## src/design/dost_pkg.sv

```systemverilog
// ----------------------------------------------------------------------------
// Dual order sorted table package
// Shared transaction types, status codes, controller states and the command
// and status groups that join the controller and the datapath.
// ----------------------------------------------------------------------------
package dost_pkg;

  typedef enum logic [1:0] {
    CMD_INSERT = 2'd0,
    CMD_ERASE  = 2'd1,
    CMD_PREV   = 2'd2,
    CMD_NEXT   = 2'd3
  } cmd_e;

  typedef enum logic [1:0] {
    ST_OK      = 2'd0,
    ST_ABSENT  = 2'd1,
    ST_PRESENT = 2'd2,
    ST_FULL    = 2'd3
  } status_e;

  typedef struct packed {
    cmd_e        command;
    logic [31:0] handle;
    logic [63:0] begin_time;
    logic [63:0] end_time;
    logic [63:0] id_key;
    logic [3:0]  id_length;
  } in_item_t;

  typedef struct packed {
    status_e     status;
    logic        neighbor_valid;
    logic [31:0] neighbor_handle;
  } out_item_t;

  typedef enum logic [1:0] {
    HSRC_PTR  = 2'd0,
    HSRC_PREV = 2'd1,
    HSRC_ORD  = 2'd2
  } hnd_src_e;

  typedef enum logic [3:0] {
    S_IDLE,
    S_SCAN_RD,
    S_SCAN_CHK,
    S_DECIDE,
    S_BWD_RD,
    S_BWD_SLOT,
    S_BWD_CHK,
    S_FWD_RD,
    S_FWD_CHK,
    S_NB_DONE,
    S_RESULT
  } ctl_state_e;

  typedef struct packed {
    logic     load;
    logic     scan_chk;
    logic     hnd_rd;
    hnd_src_e hnd_src;
    logic     ord_rd;
    logic     ord_rd_m1;
    logic     key_rd;
    logic     ord_wr;
    logic     ord_wr_m1;
    logic     ord_wr_free;
    logic     ptr_clr;
    logic     ptr_cnt;
    logic     ptr_inc;
    logic     ptr_dec;
    logic     flag_clr;
    logic     flag_upd;
    logic     prev_ld;
    logic     sel_set;
    logic     sel_clr;
    logic     slot_wr;
    logic     erase_fin;
    logic     count_inc;
    logic     pend_wr;
    status_e  pend_status;
    logic     nb_cap;
    logic     res_ld;
  } dp_cmd_t;

  typedef struct packed {
    cmd_e cmd;
    logic found;
    logic full;
    logic ptr_zero;
    logic ptr_at_cnt;
    logic ptr_last;
    logic greater;
    logic match;
    logic flag;
    logic sel_end;
    logic out_free;
  } dp_st_t;

endpackage

```

## src/design/dost_ctrl.sv

```systemverilog
// ----------------------------------------------------------------------------
// Dual order sorted table controller
// Sequences the slot scan, the insertion and removal walks over both orders,
// the neighbor lookups and the hand-off of each result.
// ----------------------------------------------------------------------------
module dost_ctrl import dost_pkg::*; (
  input  logic    clk_i,
  input  logic    rst_ni,
  input  logic    in_valid_i,
  output logic    in_ready_o,
  input  dp_st_t  st_i,
  output dp_cmd_t cmd_o
);

  ctl_state_e state_q, state_d;

  always_ff @(posedge clk_i or negedge rst_ni) begin
    if (!rst_ni) begin
      state_q <= S_IDLE;
    end else begin
      state_q <= state_d;
    end
  end

  always_comb begin
    state_d = state_q;
    case (state_q)
      S_IDLE: begin
        if (in_valid_i) state_d = S_SCAN_RD;
      end
      S_SCAN_RD:  state_d = S_SCAN_CHK;
      S_SCAN_CHK: state_d = st_i.ptr_last ? S_DECIDE : S_SCAN_RD;
      S_DECIDE: begin
        if (st_i.cmd == CMD_INSERT) begin
          state_d = (st_i.found || st_i.full) ? S_RESULT : S_BWD_RD;
        end else begin
          state_d = st_i.found ? S_FWD_RD : S_RESULT;
        end
      end
      S_BWD_RD: begin
        if (!st_i.ptr_zero) state_d = S_BWD_SLOT;
        else if (st_i.sel_end) state_d = S_RESULT;
      end
      S_BWD_SLOT: state_d = S_BWD_CHK;
      S_BWD_CHK: begin
        state_d = (!st_i.greater && st_i.sel_end) ? S_RESULT : S_BWD_RD;
      end
      S_FWD_RD: begin
        if (!st_i.ptr_at_cnt) begin
          state_d = S_FWD_CHK;
        end else if (!(st_i.cmd == CMD_ERASE && !st_i.sel_end)) begin
          state_d = S_RESULT;
        end
      end
      S_FWD_CHK: begin
        case (st_i.cmd)
          CMD_PREV: begin
            if (st_i.match) state_d = st_i.ptr_zero ? S_RESULT : S_NB_DONE;
            else state_d = S_FWD_RD;
          end
          CMD_NEXT: state_d = st_i.flag ? S_NB_DONE : S_FWD_RD;
          default:  state_d = S_FWD_RD;
        endcase
      end
      S_NB_DONE: state_d = S_RESULT;
      S_RESULT: begin
        if (st_i.out_free) state_d = S_IDLE;
      end
      default: state_d = S_IDLE;
    endcase
  end

  always_comb begin
    cmd_o         = '0;
    cmd_o.hnd_src = HSRC_PTR;
    in_ready_o    = 1'b0;
    case (state_q)
      S_IDLE: begin
        in_ready_o = 1'b1;
        cmd_o.load = in_valid_i;
      end
      S_SCAN_RD: cmd_o.hnd_rd = 1'b1;
      S_SCAN_CHK: begin
        cmd_o.scan_chk = 1'b1;
        cmd_o.ptr_inc  = 1'b1;
      end
      S_DECIDE: begin
        if (st_i.cmd == CMD_INSERT) begin
          if (st_i.found) begin
            cmd_o.pend_wr     = 1'b1;
            cmd_o.pend_status = ST_PRESENT;
          end else if (st_i.full) begin
            cmd_o.pend_wr     = 1'b1;
            cmd_o.pend_status = ST_FULL;
          end else begin
            cmd_o.slot_wr = 1'b1;
            cmd_o.sel_clr = 1'b1;
            cmd_o.ptr_cnt = 1'b1;
          end
        end else if (!st_i.found) begin
          cmd_o.pend_wr     = 1'b1;
          cmd_o.pend_status = ST_ABSENT;
        end else begin
          cmd_o.ptr_clr  = 1'b1;
          cmd_o.flag_clr = 1'b1;
          cmd_o.sel_set  = (st_i.cmd == CMD_NEXT);
          cmd_o.sel_clr  = (st_i.cmd != CMD_NEXT);
        end
      end
      S_BWD_RD: begin
        if (st_i.ptr_zero) begin
          cmd_o.ord_wr      = 1'b1;
          cmd_o.ord_wr_free = 1'b1;
          cmd_o.sel_set     = !st_i.sel_end;
          cmd_o.ptr_cnt     = !st_i.sel_end;
          cmd_o.count_inc   = st_i.sel_end;
        end else begin
          cmd_o.ord_rd    = 1'b1;
          cmd_o.ord_rd_m1 = 1'b1;
        end
      end
      S_BWD_SLOT: cmd_o.key_rd = 1'b1;
      S_BWD_CHK: begin
        cmd_o.ord_wr = 1'b1;
        if (st_i.greater) begin
          cmd_o.ptr_dec = 1'b1;
        end else begin
          cmd_o.ord_wr_free = 1'b1;
          cmd_o.sel_set     = !st_i.sel_end;
          cmd_o.ptr_cnt     = !st_i.sel_end;
          cmd_o.count_inc   = st_i.sel_end;
        end
      end
      S_FWD_RD: begin
        if (!st_i.ptr_at_cnt) begin
          cmd_o.ord_rd = 1'b1;
        end else if (st_i.cmd == CMD_ERASE) begin
          cmd_o.sel_set   = !st_i.sel_end;
          cmd_o.ptr_clr   = !st_i.sel_end;
          cmd_o.flag_clr  = !st_i.sel_end;
          cmd_o.erase_fin = st_i.sel_end;
        end
      end
      S_FWD_CHK: begin
        case (st_i.cmd)
          CMD_PREV: begin
            if (st_i.match) begin
              cmd_o.hnd_rd  = !st_i.ptr_zero;
              cmd_o.hnd_src = HSRC_PREV;
            end else begin
              cmd_o.prev_ld = 1'b1;
              cmd_o.ptr_inc = 1'b1;
            end
          end
          CMD_NEXT: begin
            if (st_i.flag) begin
              cmd_o.hnd_rd  = 1'b1;
              cmd_o.hnd_src = HSRC_ORD;
            end else begin
              cmd_o.flag_upd = 1'b1;
              cmd_o.ptr_inc  = 1'b1;
            end
          end
          default: begin
            cmd_o.ord_wr    = st_i.flag;
            cmd_o.ord_wr_m1 = 1'b1;
            cmd_o.flag_upd  = 1'b1;
            cmd_o.ptr_inc   = 1'b1;
          end
        endcase
      end
      S_NB_DONE: cmd_o.nb_cap = 1'b1;
      S_RESULT:  cmd_o.res_ld = st_i.out_free;
      default: begin
        cmd_o = '0;
      end
    endcase
  end

endmodule

```

## config.mk

```make
export PLATFORM = sky130hd
export DESIGN_NAME = dost_ctrl
export DESIGN_NICKNAME = d
export VERILOG_FILES = /design/src/design/dost_pkg.sv /design/src/design/dost_ctrl.sv
export SDC_FILE = /design/constraint.sdc
export NUM_CORES = 1
export LEC_CHECK = 0
export BUFFER_PORTS_ARGS = -buffer_cell sky130_fd_sc_hd__buf_2
export CAP_MARGIN = 20
export CORE_MARGIN = 2
export CORE_UTILIZATION = 40
export DETAILED_ROUTE_END_ITERATION = 10
export GPL_TIMING_DRIVEN = 1
export PLACE_DENSITY = 0.72
export RECOVER_POWER = 25
export SLEW_MARGIN = 15
export SYNTH_ARGS = -nofsm -noshare
export SYNTH_HDL_FRONTEND = slang
export SYNTH_SLANG_ARGS = --single-unit
export TNS_END_PERCENT = 100
```

## constraint.sdc

```tcl
create_clock -name clk_i -period 1.91 [get_ports clk_i]
set_input_delay 0.191 -clock clk_i [delete_from_list [all_inputs] [get_ports clk_i]]
set_output_delay 0.191 -clock clk_i [all_outputs]
set_load 0.005 [all_outputs]
```

; ---- Word level (Yosys, flattened, before mapping)
; Index checks and enable logic that the tools add are counted.
[classes]
muxes = 76
order_cmp = 0
n_div = 0
n_mul = 0
n_reduce_logical = 10
shifts = 0
bitwise_logic = 0
eq_ne = 18
n_addsub = 0
[op_table]
columns = cell, n
row1 = 4-bit 2-to-1 mux, 12
row2 = 4-bit one-hot mux with 11 select lines, 1
row3 = 1-bit 2-to-1 mux, 33
row4 = 3-bit 2-to-1 mux, 7
row5 = 2-bit 2-to-1 mux, 10
row6 = "4-bit by 3-bit == test with 1-bit output, second input constant", 4
row7 = 1-bit one-hot mux with 2 select lines, 8
row8 = "4-bit == test, second input constant", 3
row9 = "4-bit by 2-bit == test with 1-bit output, second input constant", 2
row10 = 4-bit one-hot mux with 2 select lines, 1
row11 = "2-bit inequality test, second input constant", 3
row12 = "3-bit inequality test, second input constant", 2
row13 = 1-bit one-hot mux with 3 select lines, 2
row14 = 3-bit one-hot mux with 2 select lines, 1
row15 = "2-bit == test, second input constant", 2
row16 = "4-bit by 1-bit == test with 1-bit output, second input constant", 1
row17 = 4-bit zero test, 1
row18 = 1-bit one-hot mux with 4 select lines, 1
row19 = 4-bit AND reduction, 1
row20 = 1-bit zero test, 3
row21 = "2-bit by 1-bit == test with 1-bit output, second input constant", 1
row22 = 1-bit logical AND, 2
row23 = 2-bit zero test, 1
row24 = 2-bit OR reduction, 1
row25 = 1-bit logical OR, 1
[word_totals]
n_memories = 0
out_inout_bits = 29
ff_bits = 4
in_bits = 15
mem_bits_rw = 0
latch_bits = 0
romBits = 0

; ---- Longest topological paths before layout
[logic_depth]
ltp_word = 5
mapped_depth = 6
depth_no_buf = 4

; ---- Worst setup path before layout
; Ideal clock, no wire load.
[synth_timing]
path_kind = register to output
from = register state_q[3]
to = output cmd_o[16] (netlist bit)
path_slack_ns = 0.274
n_path_buf = 1
stages_incl_launch_ff = 5
t_required_ns = 1.719
t_arrival_ns = 1.445
path_cell_list = dfrtp_1 -> nand4b_1 -> or4_1 -> o21ai_0 -> buf_4
[synth_lines]
columns = item, line
row1 = from (decl), dost_ctrl.sv:15  ; ctl_state_e state_q, state_d;
row2 = from (signal assigned), dost_ctrl.sv:21  ; state_q <= state_d;
row3 = to (decl), dost_ctrl.sv:12  ; output dp_cmd_t cmd_o

==> results.toml <==
[setup_path]
setup.worst_path.start_class = "flip-flop"
worst-endpoint-arrival_ns = 1.73
critPathMaxStageDelay_ns = 0.53
setup.worst_path.class = "flip-flop to output port"
path_depth = 4
worstPathCellList = "nand4b_1 -> or4_4 -> o21ai_1 -> buf_2"
crit_buf_inv = 1
slack_of_the_worst_reg_to_reg_path_ns = 0.15
endpoint_of_the_most_critical_setup_path = "cmd_o[16]"
timing.critical_path.to_type = "output port"
critPathSlowestCell = "sky130_fd_sc_hd__or4_4"
regToRegEndpoint = "state_q[0]$_DFFE_PN0P_"
rr_worst_depth = 5
worst_setup_path_startpoint = "state_q[3]$_DFFE_PN0P_"
critical_path_peak_fanout = 9
cp_top_family = "simple AND/OR/NAND/NOR gates"
crit_required_ns = 1.72
worst_r2r_startpoint = "state_q[0]$_DFFE_PN0P_"

[sta]
min_period_over_period = 1.01
clock.fmax_mhz = 520
worstMarginPinSlew_ns = 0.434
setup_viol = 2
setup_repair_after_global_routing_missed_its_margin = "yes"
period_needed_ns = 1.92
maxSlewViolCount = 0
timing.max_slew.rel_slack = 0.708
final_worst_setup_slack_ns = -0.0129
finalHoldViolCount = 0
clock_skew_ns = 0.00530

[power_and_ir_drop]
cellPowerDensity_mw_per_mm2 = 1000
p_leak_uw = 0.000546
clockPowerShare = 0.092
total_switching_power_uw = 537
report.power.total_uw = 1130
power.internal_uw = 597
share_comb_of_total_power = 0.727
ir_drop_mv = 0.558
pwr-share-seq = 0.181
switching_share = 0.474

[final_layout]
layout.cells.most_common_list = "sky130_fd_sc_hd__buf_2 (42), sky130_fd_sc_hd__nor2_1 (11), sky130_fd_sc_hd__nor3_1 (11)"
layout.nets = 179
antenna-diode-count = 0
area.growth.synth_to_final_pct = 39.0
final_layout_size_suffix_gt1_frac = 0.457
biggestRegsByFlops = "state_q x4"
final_std_cell_area_no_fill_mm2 = 0.00113
num-fill-cells = 206
final_common_cell = "sky130_fd_sc_hd__buf_2"
largest_register_ffs = 4
registers.top_by_ff_count = "state_q"

[placed_design]
detailed_place_hpwl_um = 1880
post_dp_cell_area_mm2 = 0.00103
placement.setup.worst_slack_ns = 0.133
gp_congestion = 0.863
io_buffer_count = 43

[grt]
grtUsageTotal = 0.194
wire_length_of_the_first_global_routing_pass_um = 3800
antenna_found_initial = 0
global_route.overflow_total = 0
grt_max_degree = 17
grt_pass1_vias = 878

[clocking]
cts_htree_levels = 1
cts_made_buffers = 3
cts_tree = "done"
clk_pin_slew_worst_paths_ns = 0.04
cts_root_buf = "sky130_fd_sc_hd__clkbuf_4"
cts.sinks = 4
clk_path_buf_depth = 2
insertion_delay_ns = 0.24

[status]
run_status = "finished, violations left"
violations = "setup timing"

[synthesis]
mappedNetlistNets = 134
post_synth_instance_area_um2 = 816
netlist.top_cell.by_area = "sky130_fd_sc_hd__dfrtp_1"
synth-async-reset-ratio = 1.00
number_of_enable_type_register_cells_in_the_synthesized_netlist = 0
count_of_mapped_cells_out_of_synthesis = 119
seq_area_frac_synth = 0.123
synthDistinctLibCells = 45
synth_top_cells_by_area = "sky130_fd_sc_hd__dfrtp_1 (12%), sky130_fd_sc_hd__nor3_1 (6.7%), sky130_fd_sc_hd__nor2_1 (6.4%)"
synth_top_cell_area_share = 0.123
post_synth.cell_area_avg_um2 = 6.86
ys_dominant_reg_cell = "sky130_fd_sc_hd__dfrtp_1"
ys_seq_elements = 4
synth-warning-count = 0

[min_path]
worst_hold_path_type = "primary input to flip-flop"
holdPathStages = 4

[detailed_routing]
firstDrtPassIters = 4
post_drt_wl_per_cell_um = 13.0
ant_nets = 0
finalWirelength_um = 2450
routed_via_density = 5.63
drcViolationCount = 0
dr.first_iter.drc_count = 31
detailroute.via_count = 1064

[floorplan]
floorplan.initialDensity = 0.420
die_width_um = 49.2
fp.dieH_um = 49.2
row_count = 16
core-area_mm2 = 0.00194
floorplan.die_area_mm2 = 0.00242
num_io_pins = 44

[job]
max-cap-violations = 0
==> synth_stat cells (2+ instances only) <==
library cell	number
sky130_fd_sc_hd__nor2b_1	3
sky130_fd_sc_hd__nor3b_1	3
sky130_fd_sc_hd__or4_1	2
sky130_fd_sc_hd__inv_1	4
sky130_fd_sc_hd__buf_2	3
sky130_fd_sc_hd__nand3_1	3
sky130_fd_sc_hd__and2_1	2
sky130_fd_sc_hd__nand4bb_1	2
sky130_fd_sc_hd__clkbuf_1	6
sky130_fd_sc_hd__nor3_1	11
sky130_fd_sc_hd__or3b_2	2
sky130_fd_sc_hd__o21ai_0	7
sky130_fd_sc_hd__nor2_1	14
sky130_fd_sc_hd__nand2_1	5
sky130_fd_sc_hd__o22ai_1	2
sky130_fd_sc_hd__nor4_1	5
sky130_fd_sc_hd__a21oi_1	6
sky130_fd_sc_hd__nand2b_1	6
sky130_fd_sc_hd__buf_6	2
sky130_fd_sc_hd__a21o_1	2
sky130_fd_sc_hd__nand3b_1	2
sky130_fd_sc_hd__dfrtp_1	4
==> timing repair <==
item                                   4_1_cts  5_1_grt
hold buffers                                 1        0
setup endpoints to repair                    5        8
endpoints found under the hold margin        4        0
setup buffers                                1        3
resized for setup                            7        9
pin swaps                                    0        2
==> power groups by stage <==
stage / Sequential [µW] / Clock [µW] / Combinational (µW)
after global placement: 194 / 0 / 725
final: 206 / 104 / 824
after floorplan: 156 / 0 / 558
after CTS: 211 / 105 / 747
after global routing: 210 / 105 / 908
after detailed placement: 203 / 0 / 729
==> routing by layer <==
metal / GRT usage / share of wire / vias to the layer above
met5: 0 / 0 / -
met4: 0.0571 / 0 / 0
met3: 0.0123 / 0.063 / 0
met2: 0.354 / 0.50 / 44
met1: 0.242 / 0.44 / 489
li1: - / - / 531
==> stage by stage <==
step,util,std cells,hold slack [ns],TNS [ns]
4_1_cts,0.557,186,0.275,0
3_3_place_gp,0.529,181,-0.00483,0
5_1_grt,0.584,189,0.330,-0.163
3_5_place_dp,0.529,181,-0.00424,0
6_report,0.584,189,0.275,-0.0191
2_1_floorplan,-,119,-0.105,0
==> cell type report <==
| type | instances | area [µm²] | area share |
|---|---|---|---|
| timing repair buffer | 52 | 284 | 0.251 |
| clock buffer | 3 | 22.5 | 0.0199 |
| multi-input combinational | 99 | 673 | 0.594 |
| tap | 27 | 33.8 | 0.0298 |
| inverter | 4 | 15.0 | 0.0132 |
| sequential | 4 | 105 | 0.0927 |
==> logic make-up after synthesis <==
group / count (synthesis) / share of synthesized area
and+or+nand+nor: 70 / 0.521
AOI/OAI and AO/OA: 27 / 0.229
buffers and inverters: 16 / 0.101
DFF: 4 / 0.123
muxes: 2 / 0.0261
==> how the worst min path moves through the flow <==
stage	startpoint	endpoint	slack (ns)
floorplan	rst_ni	state_q[0]$_DFFE_PN0P_	-0.10
global placement	rst_ni	state_q[2]$_DFFE_PN0P_	-0.005
detailed placement	rst_ni	state_q[0]$_DFFE_PN0P_	-0.004
CTS	st_i[0]	state_q[3]$_DFFE_PN0P_	0.27
global route	st_i[0]	state_q[3]$_DFFE_PN0P_	0.33
finish	st_i[0]	state_q[3]$_DFFE_PN0P_	0.27
==> worst register-to-register path, delay by kind of cell (launching register included) <==
kind            cells  cell delay [ns]
compound gates      3             0.56
buf+inv             1             0.16
flops               1             0.44
simple gates        1             0.45
(Power assumes the default switching activity.)
